`src/hdl/ftr_pkg.sv`:
```
`timescale 1ns / 1ps
`default_nettype none
// ----------------------------------------------------------------------------
// ftr_pkg
// Types and codes shared by the frame and tile transfer receiver.
// ----------------------------------------------------------------------------
package ftr_pkg;

  // message codes on the input channel
  typedef enum logic [3:0] {
    OP_BEGIN      = 4'd0,
    OP_END        = 4'd1,
    OP_STOP       = 4'd2,
    OP_HELLO      = 4'd3,
    OP_TILE_BEGIN = 4'd4,
    OP_TILE_END   = 4'd5,
    OP_VIEW       = 4'd6,
    OP_CHUNK      = 4'd7,
    OP_DONE       = 4'd8
  } op_t;

  typedef enum logic [2:0] {
    EV_NONE   = 3'd0,
    EV_IMAGE  = 3'd1,
    EV_TILE   = 3'd2,
    EV_VIEW   = 3'd3,
    EV_STOP   = 3'd4,
    EV_QUERY  = 3'd5,
    EV_REFUSE = 3'd6
  } event_t;

  typedef enum logic [1:0] {
    WHY_PARAM = 2'd0,
    WHY_BUSY  = 2'd1,
    WHY_TRUNC = 2'd2
  } reason_t;

  typedef enum logic [2:0] {
    ST_IDLE   = 3'b001,
    ST_RECV   = 3'b010,
    ST_DECODE = 3'b100
  } rx_state_t;

  // configuration register indexes
  typedef enum logic [1:0] {
    REG_SCREEN_WIDTH  = 2'd0,
    REG_SCREEN_HEIGHT = 2'd1,
    REG_MAX_BYTES     = 2'd2,
    REG_MAX_ZOOM      = 2'd3
  } reg_index_t;

  localparam int CFG_DATA_BITS = 25;

  localparam logic [11:0] SCREEN_WIDTH_RESET  = 12'd800;
  localparam logic [11:0] SCREEN_HEIGHT_RESET = 12'd480;
  localparam logic [24:0] MAX_BYTES_RESET     = 25'd262144;
  localparam logic [4:0]  MAX_ZOOM_RESET      = 5'd22;

  // shortest accepted begin, end, tile begin and view messages, in bytes
  localparam logic [9:0] LEN_BEGIN      = 10'(1 + 2 + 2 + 4 + 2);
  localparam logic [9:0] LEN_END        = 10'(1 + 2);
  localparam logic [9:0] LEN_TILE_BEGIN = 10'(1 + 1 + 1 + 4 + 4 + 4 + 2);
  localparam logic [9:0] LEN_VIEW       = 10'(1 + 4 + 4 + 1 + 2);

  // frame dimensions must be whole blocks of 2**BLOCK_BITS (16) pixels
  localparam int BLOCK_BITS = 4;

  typedef struct packed {
    logic [3:0]  operation;
    logic [9:0]  msg_len;
    logic [15:0] width;
    logic [15:0] height;
    logic [31:0] total_bytes;
    logic [15:0] seq_in;
    logic [7:0]  zoom;
    logic [7:0]  tile_format;
    logic [31:0] tile_x;
    logic [31:0] tile_y;
  } in_item_t;

  typedef struct packed {
    logic [2:0]  event_kind;
    logic [15:0] event_seq;
    logic [1:0]  reject_reason;
    logic        length_matches;
    logic [24:0] received_count;
    logic [23:0] write_offset;
    logic        write_enable;
    logic [31:0] dim_or_x;
    logic [31:0] dim_or_y;
    logic [7:0]  format_out;
    logic [4:0]  zoom_out;
  } out_item_t;

endpackage
`default_nettype wire

```
`src/hdl/frame_transfer_receiver_top.sv`:
```
`timescale 1ns / 1ps
`default_nettype none
// Latency: a result is valid the cycle after its transaction is accepted.
// Throughput: one transaction per cycle unless out_ready stalls; the transfer
// state is updated in a single pass at the accepting edge and the result waits
// in one output register. Reset clears the transfer state to idle, drops any held
// result and restores panel size, byte limit and zoom limit to their reset values.
// ----------------------------------------------------------------------------
// frame_transfer_receiver_top
// Receive-side controller for chunked frame and tile transfers.
// ----------------------------------------------------------------------------
module frame_transfer_receiver_top #(
  parameter int COUNT_BITS = 24
) (
  input  wire logic                            clk,
  input  wire logic                            rst,
  input  wire logic                            in_valid,
  output logic                                 in_ready,
  input  wire ftr_pkg::in_item_t               in_data,
  output logic                                 out_valid,
  input  wire logic                            out_ready,
  output ftr_pkg::out_item_t                   out_data,
  input  wire logic                            cfg_valid,
  output logic                                 cfg_ready,
  input  wire logic [1:0]                      cfg_index,
  input  wire logic [ftr_pkg::CFG_DATA_BITS-1:0] cfg_data
);

  localparam int CW = COUNT_BITS + 1;  // count width
  localparam int SW = COUNT_BITS + 2;  // count plus chunk length
  localparam logic [32:0] SIZE_CAP = 33'(1) << COUNT_BITS;

  // configuration
  logic [11:0] screen_width;
  logic [11:0] screen_height;
  logic [24:0] max_frame_bytes;
  logic [4:0]  max_zoom;

  // transfer state
  ftr_pkg::rx_state_t st, st_next;
  logic [CW-1:0] expected, expected_next;
  logic [CW-1:0] received, received_next;
  logic [15:0]   open_seq, open_seq_next;
  logic          open_is_tile, open_is_tile_next;
  logic [11:0]   frame_w, frame_w_next;
  logic [11:0]   frame_h, frame_h_next;
  logic [7:0]    held_format, held_format_next;
  logic [4:0]    held_zoom, held_zoom_next;
  logic [31:0]   held_x, held_x_next;
  logic [31:0]   held_y, held_y_next;

  ftr_pkg::out_item_t res_next;

  logic in_fire;
  logic [32:0] size_limit;
  logic [SW-1:0] chunk_sum;
  logic [32:0] recv_wide;
  logic [27:0] w_cross;
  logic [27:0] h_cross;
  logic frame_bad;
  logic tile_bad;
  logic want_tile;

  assign cfg_ready = 1'b1;
  assign in_ready  = !out_valid || out_ready;
  assign in_fire   = in_valid && in_ready;

  always_ff @(posedge clk) begin
    if (rst) begin
      screen_width    <= ftr_pkg::SCREEN_WIDTH_RESET;
      screen_height   <= ftr_pkg::SCREEN_HEIGHT_RESET;
      max_frame_bytes <= ftr_pkg::MAX_BYTES_RESET;
      max_zoom        <= ftr_pkg::MAX_ZOOM_RESET;
    end else if (cfg_valid) begin
      case (cfg_index)
        ftr_pkg::REG_SCREEN_WIDTH:  screen_width    <= cfg_data[11:0];
        ftr_pkg::REG_SCREEN_HEIGHT: screen_height   <= cfg_data[11:0];
        ftr_pkg::REG_MAX_BYTES:     max_frame_bytes <= cfg_data[24:0];
        ftr_pkg::REG_MAX_ZOOM:      max_zoom        <= cfg_data[4:0];
        default: ;
      endcase
    end
  end

  // begin checks
  assign size_limit = (33'(max_frame_bytes) < SIZE_CAP) ? 33'(max_frame_bytes) : SIZE_CAP;
  assign w_cross    = 28'(in_data.width) * 28'(screen_height);
  assign h_cross    = 28'(in_data.height) * 28'(screen_width);

  assign frame_bad = (in_data.total_bytes == 32'd0)
                  || (33'(in_data.total_bytes) > size_limit)
                  || (in_data.width == 16'd0) || (in_data.height == 16'd0)
                  || (in_data.width > 16'(screen_width))
                  || (in_data.height > 16'(screen_height))
                  || (in_data.width[ftr_pkg::BLOCK_BITS-1:0] != '0)
                  || (in_data.height[ftr_pkg::BLOCK_BITS-1:0] != '0)
                  || (w_cross != h_cross);

  assign tile_bad = (in_data.total_bytes == 32'd0)
                 || (33'(in_data.total_bytes) > size_limit)
                 || (in_data.zoom > 8'(max_zoom));

  assign chunk_sum = SW'(received) + SW'(in_data.msg_len);
  assign want_tile = (in_data.operation == ftr_pkg::OP_TILE_END);

  always_comb begin
    st_next           = st;
    expected_next     = expected;
    received_next     = received;
    open_seq_next     = open_seq;
    open_is_tile_next = open_is_tile;
    frame_w_next      = frame_w;
    frame_h_next      = frame_h;
    held_format_next  = held_format;
    held_zoom_next    = held_zoom;
    held_x_next       = held_x;
    held_y_next       = held_y;
    res_next          = '0;
    recv_wide         = 33'(received);

    case (in_data.operation)
      ftr_pkg::OP_CHUNK: begin
        if (st == ftr_pkg::ST_RECV && in_data.msg_len != 10'd0) begin
          if (chunk_sum > SW'(expected)) begin
            // overrun: drop the data, mark one past expected
            received_next = expected + CW'(1);
          end else begin
            res_next.write_offset = recv_wide[23:0];
            res_next.write_enable = 1'b1;
            received_next         = chunk_sum[CW-1:0];
          end
          recv_wide               = 33'(received_next);
          res_next.received_count = recv_wide[24:0];
        end
      end
      ftr_pkg::OP_DONE: begin
        if (st == ftr_pkg::ST_DECODE) begin
          st_next = ftr_pkg::ST_IDLE;
        end
      end
      ftr_pkg::OP_BEGIN, ftr_pkg::OP_TILE_BEGIN: begin
        if (in_data.msg_len != 10'd0) begin
          if (in_data.msg_len < ((in_data.operation == ftr_pkg::OP_BEGIN) ?
                                 ftr_pkg::LEN_BEGIN : ftr_pkg::LEN_TILE_BEGIN)) begin
            st_next                = ftr_pkg::ST_IDLE;
            res_next.event_kind    = ftr_pkg::EV_REFUSE;
            res_next.reject_reason = ftr_pkg::WHY_PARAM;
          end else if (st == ftr_pkg::ST_DECODE) begin
            st_next                = ftr_pkg::ST_IDLE;
            res_next.event_kind    = ftr_pkg::EV_REFUSE;
            res_next.event_seq     = in_data.seq_in;
            res_next.reject_reason = ftr_pkg::WHY_BUSY;
          end else if ((in_data.operation == ftr_pkg::OP_BEGIN) ? frame_bad : tile_bad) begin
            st_next                = ftr_pkg::ST_IDLE;
            res_next.event_kind    = ftr_pkg::EV_REFUSE;
            res_next.event_seq     = in_data.seq_in;
            res_next.reject_reason = ftr_pkg::WHY_PARAM;
          end else begin
            // open the transfer, dropping any one in progress
            expected_next = CW'(in_data.total_bytes);
            received_next = '0;
            open_seq_next = in_data.seq_in;
            st_next       = ftr_pkg::ST_RECV;
            if (in_data.operation == ftr_pkg::OP_BEGIN) begin
              open_is_tile_next = 1'b0;
              frame_w_next      = in_data.width[11:0];
              frame_h_next      = in_data.height[11:0];
            end else begin
              open_is_tile_next = 1'b1;
              held_format_next  = in_data.tile_format;
              held_zoom_next    = in_data.zoom[4:0];
              held_x_next       = in_data.tile_x;
              held_y_next       = in_data.tile_y;
            end
          end
        end
      end
      ftr_pkg::OP_END, ftr_pkg::OP_TILE_END: begin
        if (in_data.msg_len >= ftr_pkg::LEN_END) begin
          if (st != ftr_pkg::ST_RECV || in_data.seq_in != open_seq
              || open_is_tile != want_tile) begin
            st_next                = ftr_pkg::ST_IDLE;
            res_next.event_kind    = ftr_pkg::EV_REFUSE;
            res_next.event_seq     = in_data.seq_in;
            res_next.reject_reason = ftr_pkg::WHY_TRUNC;
          end else begin
            st_next                 = ftr_pkg::ST_DECODE;
            res_next.event_seq      = in_data.seq_in;
            res_next.length_matches = (received == expected);
            res_next.received_count = recv_wide[24:0];
            if (want_tile) begin
              res_next.event_kind = ftr_pkg::EV_TILE;
              res_next.dim_or_x   = held_x;
              res_next.dim_or_y   = held_y;
              res_next.format_out = held_format;
              res_next.zoom_out   = held_zoom;
            end else begin
              res_next.event_kind = ftr_pkg::EV_IMAGE;
              res_next.dim_or_x   = 32'(frame_w);
              res_next.dim_or_y   = 32'(frame_h);
            end
          end
        end
      end
      ftr_pkg::OP_VIEW: begin
        if (in_data.msg_len >= ftr_pkg::LEN_VIEW && in_data.zoom <= 8'(max_zoom)) begin
          res_next.event_kind = ftr_pkg::EV_VIEW;
        end
      end
      ftr_pkg::OP_STOP: begin
        if (in_data.msg_len != 10'd0) begin
          st_next             = ftr_pkg::ST_IDLE;
          res_next.event_kind = ftr_pkg::EV_STOP;
        end
      end
      ftr_pkg::OP_HELLO: begin
        if (in_data.msg_len != 10'd0) begin
          res_next.event_kind = ftr_pkg::EV_QUERY;
        end
      end
      default: ;
    endcase
  end

  always_ff @(posedge clk) begin
    if (rst) begin
      st           <= ftr_pkg::ST_IDLE;
      expected     <= '0;
      received     <= '0;
      open_seq     <= '0;
      open_is_tile <= 1'b0;
      frame_w      <= '0;
      frame_h      <= '0;
      held_format  <= '0;
      held_zoom    <= '0;
      held_x       <= '0;
      held_y       <= '0;
    end else if (in_fire) begin
      st           <= st_next;
      expected     <= expected_next;
      received     <= received_next;
      open_seq     <= open_seq_next;
      open_is_tile <= open_is_tile_next;
      frame_w      <= frame_w_next;
      frame_h      <= frame_h_next;
      held_format  <= held_format_next;
      held_zoom    <= held_zoom_next;
      held_x       <= held_x_next;
      held_y       <= held_y_next;
    end
  end

  // result register: hold until taken
  always_ff @(posedge clk) begin
    if (rst) begin
      out_valid <= 1'b0;
    end else if (in_fire) begin
      out_valid <= 1'b1;
    end else if (out_ready) begin
      out_valid <= 1'b0;
    end
  end

  always_ff @(posedge clk) begin
    if (in_fire) begin
      out_data <= res_next;
    end
  end

  // received count never passes the one-past-expected overrun mark
  assert property (@(posedge clk) disable iff (rst)
    SW'(received) <= SW'(expected) + SW'(1))
    else $error("received count beyond overrun mark");

  // a ready event moves the transfer to decoding
  assert property (@(posedge clk) disable iff (rst)
    in_fire && (res_next.event_kind == ftr_pkg::EV_IMAGE
                || res_next.event_kind == ftr_pkg::EV_TILE)
    |=> st == ftr_pkg::ST_DECODE)
    else $error("ready event did not enter decoding");

  // every reject returns to idle
  assert property (@(posedge clk) disable iff (rst)
    in_fire && res_next.event_kind == ftr_pkg::EV_REFUSE |=> st == ftr_pkg::ST_IDLE)
    else $error("reject did not return to idle");

  // a buffer write only comes with a chunk, never with an event
  assert property (@(posedge clk) disable iff (rst)
    out_valid && out_data.write_enable |-> out_data.event_kind == ftr_pkg::EV_NONE)
    else $error("write enable alongside an event");

endmodule
`default_nettype wire
```
`config.mk`:
```
export PLATFORM = sky130hd
export DESIGN_NAME = frame_transfer_receiver_top
export DESIGN_NICKNAME = d
export VERILOG_FILES = /design/src/hdl/ftr_pkg.sv /design/src/hdl/frame_transfer_receiver_top.sv
export SDC_FILE = /design/constraint.sdc
export NUM_CORES = 2
export LEC_CHECK = 0
export BUFFER_PORTS_ARGS = -buffer_cell sky130_fd_sc_hd__buf_2
export CORE_ASPECT_RATIO = 1.5
export CORE_MARGIN = 5
export CORE_UTILIZATION = 40
export CTS_BUF_LIST = sky130_fd_sc_hd__clkbuf_8
export DETAILED_ROUTE_END_ITERATION = 8
export PLACE_DENSITY = 0.56
export RECOVER_POWER = 50
export REMOVE_ABC_BUFFERS = 1
export SYNTH_ARGS = -nofsm -noshare
export SYNTH_HDL_FRONTEND = slang
export SYNTH_SLANG_ARGS = --single-unit
```
`constraint.sdc`:
```
create_clock -name clk -period 8.2 [get_ports clk]
set_input_delay 0.82 -clock clk [delete_from_list [all_inputs] [get_ports clk]]
set_output_delay 0.82 -clock clk [all_outputs]
set_load 0.005 [all_outputs]
```
* Yosys cells after proc, flatten, opt, wreduce, memory -nomap -nowiden *
Index checks and enable logic that the tools add are counted.

word-level totals
  bits in registers = 375
  logic and storage cells = 162

operators by class
  reduce and logical (&&, ||, !) cells = 42
  eq/ne operators = 26
  $add $sub $neg = 2
  bitwise gates (word level) = 9
  $mul = 2
  $lt $le $gt $ge = 10
  multiplexer cells = 42

operators with widths
  cell                                           count
  two-way mux 25 bit                             8
  one-hot mux 25 bit (2 select lines)            2
  two-way mux 21 bit                             3
  multiplier 16 x 12 -> 28 bit                   2
  two-way mux 50 bit                             1
  two-way mux 47 bit                             1
  two-way mux 44 bit                             1
  one-hot mux 18 bit (2 select lines)            1
  greater-than comparator 16 x 12 -> 1 bit       2
  greater-than comparator 32 x 25 -> 1 bit       1
  zero test 16 bit                               2
  zero test 32 bit                               1
  inequality test 28 bit                         1
  adder 25 x 10 -> 26 bit                        1
  greater-than comparator 26 x 25 -> 1 bit       1
  two-way mux 26 bit                             1
  adder 25 x 1 -> 25 bit, second input constant  1
  == test 25 bit                                 1
  < comparator 25 bit, second input constant     1
  two-way mux 3 bit                              8
  AND reduction 7 bit                            3
  two-way mux 19 bit                             1
  == test 4 x 3 -> 1 bit, second input constant  4
  two-way mux 16 bit                             1
  other kinds (35)                               84

* Logic depth before layout (Yosys ltp) *
  word-level depth = 17
  depth in mapped cells = 26
  gate-level depth less buffers = 23

* Least setup slack after synthesis *
Ideal clock, no wire load.

  kind = input -> register
  start point = input port in_data[131] in the netlist's numbering
  end point = register received[19]
  cell stages on the path = 24
  buffers on the path = 3
  setup slack = 727 ps
  setup time = 117 ps
  arrival time = 7356 ps
  path through = clkbuf_1 nand2_1 fa_1 fa_1 inv_1 ha_1 inv_1 fa_1 fa_1 inv_1 ha_1 a21o_1 a31o_1 o21a_2 o31a_4 mux2i_1 or4_4 a211o_1 or4b_4 or4_4 and3_1 buf_6 buf_8 a32o_2

on the way
  cells in the longest elaborated chain, start to end = 10
  elaborated cells between the ends (all ways) = 14

ends and longest elaborated chain
  item                                                                  line                                RTL
  start: declaration                                                    frame_transfer_receiver_top.sv:19   input wire ftr_pkg::in_item_t in_data,
  branches (longest 6 deep; another with multiplier 16 x 12 -> 28 bit)  --
  logical OR 1 bit (*)                                                  frame_transfer_receiver_top.sv:97   || (w_cross != h_cross);
  two-way mux 1 bit (*)                                                 frame_transfer_receiver_top.sv:153  end else if ((in_data.operation == ftr_pkg::OP_BEGIN) ? frame_bad : tile_bad) begin
  inequality test 2 bit (no source line) (*)                            --
  AND reduction 7 bit (no source line) (*)                              --
  end signal: assignment                                                frame_transfer_receiver_top.sv:241  received <= received_next;
  end: declaration                                                      frame_transfer_receiver_top.sv:42   logic [CW-1:0] received, received_next;

Mark *: on every way between the ends.
A chain may end at the register's enable or synchronous reset.

* Worst setup path in the final report *
  start point = register screen_width[5]
  end point = register received[15]

on the way
  cells in the longest elaborated chain, start to end = 9
  elaborated cells between the ends (all ways) = 11

ends and longest elaborated chain
  item                                                                  line                                RTL
  start: declaration                                                    frame_transfer_receiver_top.sv:34   logic [11:0] screen_width;
  start signal: assignment                                              frame_transfer_receiver_top.sv:70   screen_width <= ftr_pkg::SCREEN_WIDTH_RESET;
  start signal: assignment                                              frame_transfer_receiver_top.sv:76   ftr_pkg::REG_SCREEN_WIDTH: screen_width <= cfg_data[11:0];
  branches (longest 5 deep; another with multiplier 16 x 12 -> 28 bit)  --
  logical OR 1 bit (*)                                                  frame_transfer_receiver_top.sv:97
  two-way mux 1 bit (*)                                                 frame_transfer_receiver_top.sv:153
  inequality test 2 bit (no source line) (*)                            --
  AND reduction 7 bit (no source line) (*)                              --

Marked as above.

==> results.txt <==
Total power for the finished layout comes to 7.46 mW. The first detailed-routing pass ran for 5 iterations. The number of global-route vias before repair was around 26k.

The number of sinks on the clock net came out at 375. The total CTS buffers came out at 57. The maximum clock insertion buffer count is 3. The worst setup path is of the reg -> reg kind. Summed over all nets, the half-perimeter wirelength after detailed placement is 78300 um. The number of stages on the worst hold path is 3. The number of warnings issued by yosys came out at 0.

The CTS tree is done. Once layout is done, the placed cells without fillers occupy between 30000 and 40000 um^2. The number of library cell types mapped by synthesis came out at 83.

The total number of nets in the final design came out at 4434. Using the TritonRoute via totals, the vias-per-cell ratio works out to roughly 5.3. The die is 350 um tall. The area of the die came out at a little over 80000 um^2.

The number of cells on the worst reg-to-reg path is 21. The analysis attributes to cell leakage a power of 14.9 nW. The initial antenna violation count was 8. The worst min-delay path startpoint is cfg_data[21]. The final design utilization is 0.457. The final period demand of the worst path came out at 7650 ps. The destination of the worst hold path is max_frame_bytes[21].

The setup check on the worst reg-to-reg path leaves a slack of between 500 and 600 ps. The number of maximum-capacitance constraint violations came out at 5. The sum of overflow across all layers after global routing is 0. The congestion estimate from routability-driven global placement came to 0.915. The final worst hold slack came out at 383 ps. The instance area after placement came out at ~34000 um^2. Setup violations remaining at the end of the flow were counted as 0. The endpoint identified for the worst register-to-register timing path is received[15]. The proportion of register bits with asynchronous set or reset after synthesis is 0. The flow ran to the end, but the final reports show violations. Prior to clock tree synthesis, the placed netlist has a worst setup slack of 309 ps.

The tree is rooted in a clkbuf_8. The number of buffers inserted for hold repair after clock tree synthesis is 0. The data arrival time of the worst path is 8200 ps. The area of the core came out at 76300 um^2. The DRC marker count from the first detailed-route iteration is 1501. The register bit total from synthesis is 375.

The clock-pin slew of the registers on the worst-case setup and hold paths is approximately 80 ps. Input and output buffers added on the ports amount to 356. For the final database, setup skew stands at 32.3 ps. The wire length of the first global-routing pass is ~150000 um. A synthesized cell averages 9.05 um^2. The final worst-path cycle share is 0.932. The number of routed nets with antenna violations is 0. The worst setup slack after layout came out at 554 ps. The peak ir drop on the vdd network is ~0.2 mV. The highest fanout seen on the critical path is 24. In the final timing run, aggregate negative setup slack is 0 ps. The number of instances in the placed design is 4671. For this run, the leading register cell type out of synthesis is dfxtp_1. The worst hold path belongs to the class in -> reg. The post-synthesis sequential area ratio is 0.293. The detailed-route wire length per cell came out at 20.8 um.

The clock latency on the worst-skew pair is 680 ps. The total of cells resized after clock tree synthesis came out at 0. Across all layers, the routed design uses 25.5k vias. The slew at the pin with the worst max-slew slack came out at ~5200 ps. The finished layout holds 4785 standard cells, fillers aside. The share of cells above drive strength 1 is 0.136. The final-report max-slew violation count is 412. The initial core utilization is 0.403. The post-synthesis cell count is between 3k and 4k. STA classifies the critical path endpoint as a flop. After synthesis the cells add up to just over 30000 um^2. Relative to the synthesized area, the layout overhead comes to 13.5%. The H-tree generated during clock tree synthesis spans 2 levels. The hold violation total from the final report is 0. The tightest slew margin relative to the limit is -2.44.

After floorplanning, the core was divided into between 100 and 150 placement rows. The worst setup path is launched from a flop. For this run, design rule violations remaining after detail routing come to 0.

Setup repair after global routing left no endpoint under its margin. The number of synthesized flops with an enable pin is 149. The required time at the endpoint of the critical path is 8750 ps. The checks that failed: capacitance limit, slew limit. Post-CTS timing repair inserted 0 buffers for setup. The final wirelength came out at about 99000 um. The startpoint identified for the worst register-to-register timing path is screen_width[5]. In the global route stage, overall resource usage came out at 0.235. Power spread over the standard cell area amounts to 214 nW/um^2. The die is 236 um wide. The total I/O pin count is 358.

The maximum number of pins on one net before global-route repair came out at 157. The maximum frequency from static timing analysis is 0.131 GHz.
-- worst max-delay path: stages (launching register included) --
cell	delay [ps]
dfxtp_1	770
buf_4	260
nand2_1	80
fa_1	520
fa_1	550
fa_1	440
fa_1	520
fa_1	540
inv_1	40
ha_1	390
a21oi_1	300
o211ai_1	180
o311ai_0	350
o211ai_1	240
a221oi_2	280
xnor3_1	470
nor3_1	190
nand4_1	160
or4_4	600
and3_1	200
buf_12	160
a32o_2	270
-- worst max path at each step --
stage | from | to | slack (ps) | cells after the start
finish | screen_width[5] | received[15] | 550 | 21
global route | screen_width[3] | frame_h[8] | 250 | 24
CTS | screen_width[3] | received[19] | 670 | 21
detailed placement | in_data[138] | received[12] | 310 | 21
global placement | in_data[136] | received[16] | 310 | 21
floorplan | out_ready | held_zoom[0] | -810 | 5
-- cells in the final DEF, fill, tap and decap left out, types with 21 or more instances in the layout --
master | Yosys | routed
nand2_1 | 503 | 503
inv_1 | 328 | 346
fa_1 | 281 | 281
buf_2 | 8 | 267
and2_1 | 233 | 231
dfxtp_1 | 226 | 226
ha_1 | 225 | 225
a21oi_1 | 202 | 202
nand3_1 | 183 | 183
o21ai_0 | 172 | 172
edfxtp_1 | 149 | 149
buf_4 | 1 | 97
xnor2_1 | 90 | 90
clkbuf_1 | 179 | 90
nor2_1 | 88 | 85
and3_1 | 79 | 79
clkbuf_8 | 0 | 64
xor2_1 | 61 | 61
nor4_1 | 39 | 38
nor3_1 | 31 | 31
nand4_1 | 31 | 31
a21o_1 | 25 | 25
a22o_1 | 24 | 24
a32o_2 | 21 | 21
-- synthesized netlist by cell type, types with 6 or more instances --
master    instances  share of area
a22o_1           24         0.0068
o21bai_1          6         0.0015
nor2_1           88          0.011
a41oi_1           6         0.0017
a21oi_1         202          0.033
a21o_1           25         0.0061
a21boi_0         17         0.0041
and3_1           79          0.016
o31ai_1           9         0.0022
nor2b_1          13         0.0026
nand2b_1          8         0.0016
buf_1             6        0.00073
ha_1            225          0.092
a31oi_1          12         0.0024
fa_1            281           0.18
mux2i_1           7         0.0023
nand3_1         183          0.030
mux2_2            8         0.0029
xnor2_1          90          0.026
a211oi_1          9         0.0022
o21ai_0         172          0.028
nor3_1           31         0.0050
edfxtp_1        149           0.15
o211ai_1         20         0.0049
dfxtp_1         226           0.15
nand2_1         503          0.061
clkbuf_1        179          0.022
o21a_1           11         0.0027
nand3b_1          6         0.0015
and2_1          233          0.047
a32o_2           21         0.0077
buf_2             8         0.0013
nand4_1          31         0.0063
nor4_1           39         0.0079
inv_1           328          0.040
or3_1             7         0.0014
xor2_1           61          0.017
-- flip-flops by register name, indices dropped and copies added, names as in the netlist --
| signal | cells |
|---|---|
| held_format | 8 |
| st | 3 |
| held_y | 32 |
| open_is_tile | 1 |
| held_x | 32 |
| expected | 25 |
| max_frame_bytes | 25 |
| received | 25 |
| screen_width | 12 |
| frame_w | 12 |
| open_seq | 16 |
| screen_height | 12 |
| held_zoom | 5 |
| frame_h | 12 |
| out_valid | 1 |
| out_data | 149 |
| max_zoom | 5 |
-- layout make-up --
type / instances / area [um^2]
multi-input combinational: 2498 / 19800
fill: 7670 / 41400
tap: 1008 / 1260
antenna: 6 / 15.0
clock inverter: 44 / 231
sequential: 375 / 9000
clock buffer: 64 / 881
inverter: 331 / 1240
timing repair buffer: 459 / 2490
-- cell families after synthesis --
group | count (synthesis) | synth area share
AND/OR/NAND/NOR | 1253 | 0.201
AO/OA/AOI/OAI | 566 | 0.114
buffers and inverters | 528 | 0.0658
adder cells (fa/ha/maj) | 506 | 0.274
flip-flops | 375 | 0.293
XOR/XNOR | 157 | 0.0472
multiplexers | 15 | 0.00521
other | 1 | 0.000122
-- metal layers --
metal / GRT usage / wire length (um)
met5: 0 / 28
met4: 0.0817 / 3790
met3: 0.0269 / 4700
met2: 0.441 / 52300
met1: 0.279 / 38600
-- power by group --
group,total (mW),internal [mW],leakage [nW],switching [mW]
clock,1.52,0.730,0.640,0.795
combinational,3.92,1.68,11.0,2.24
sequential,2.02,1.99,3.32,0.0320
Power figures use the tool's default switching activity.
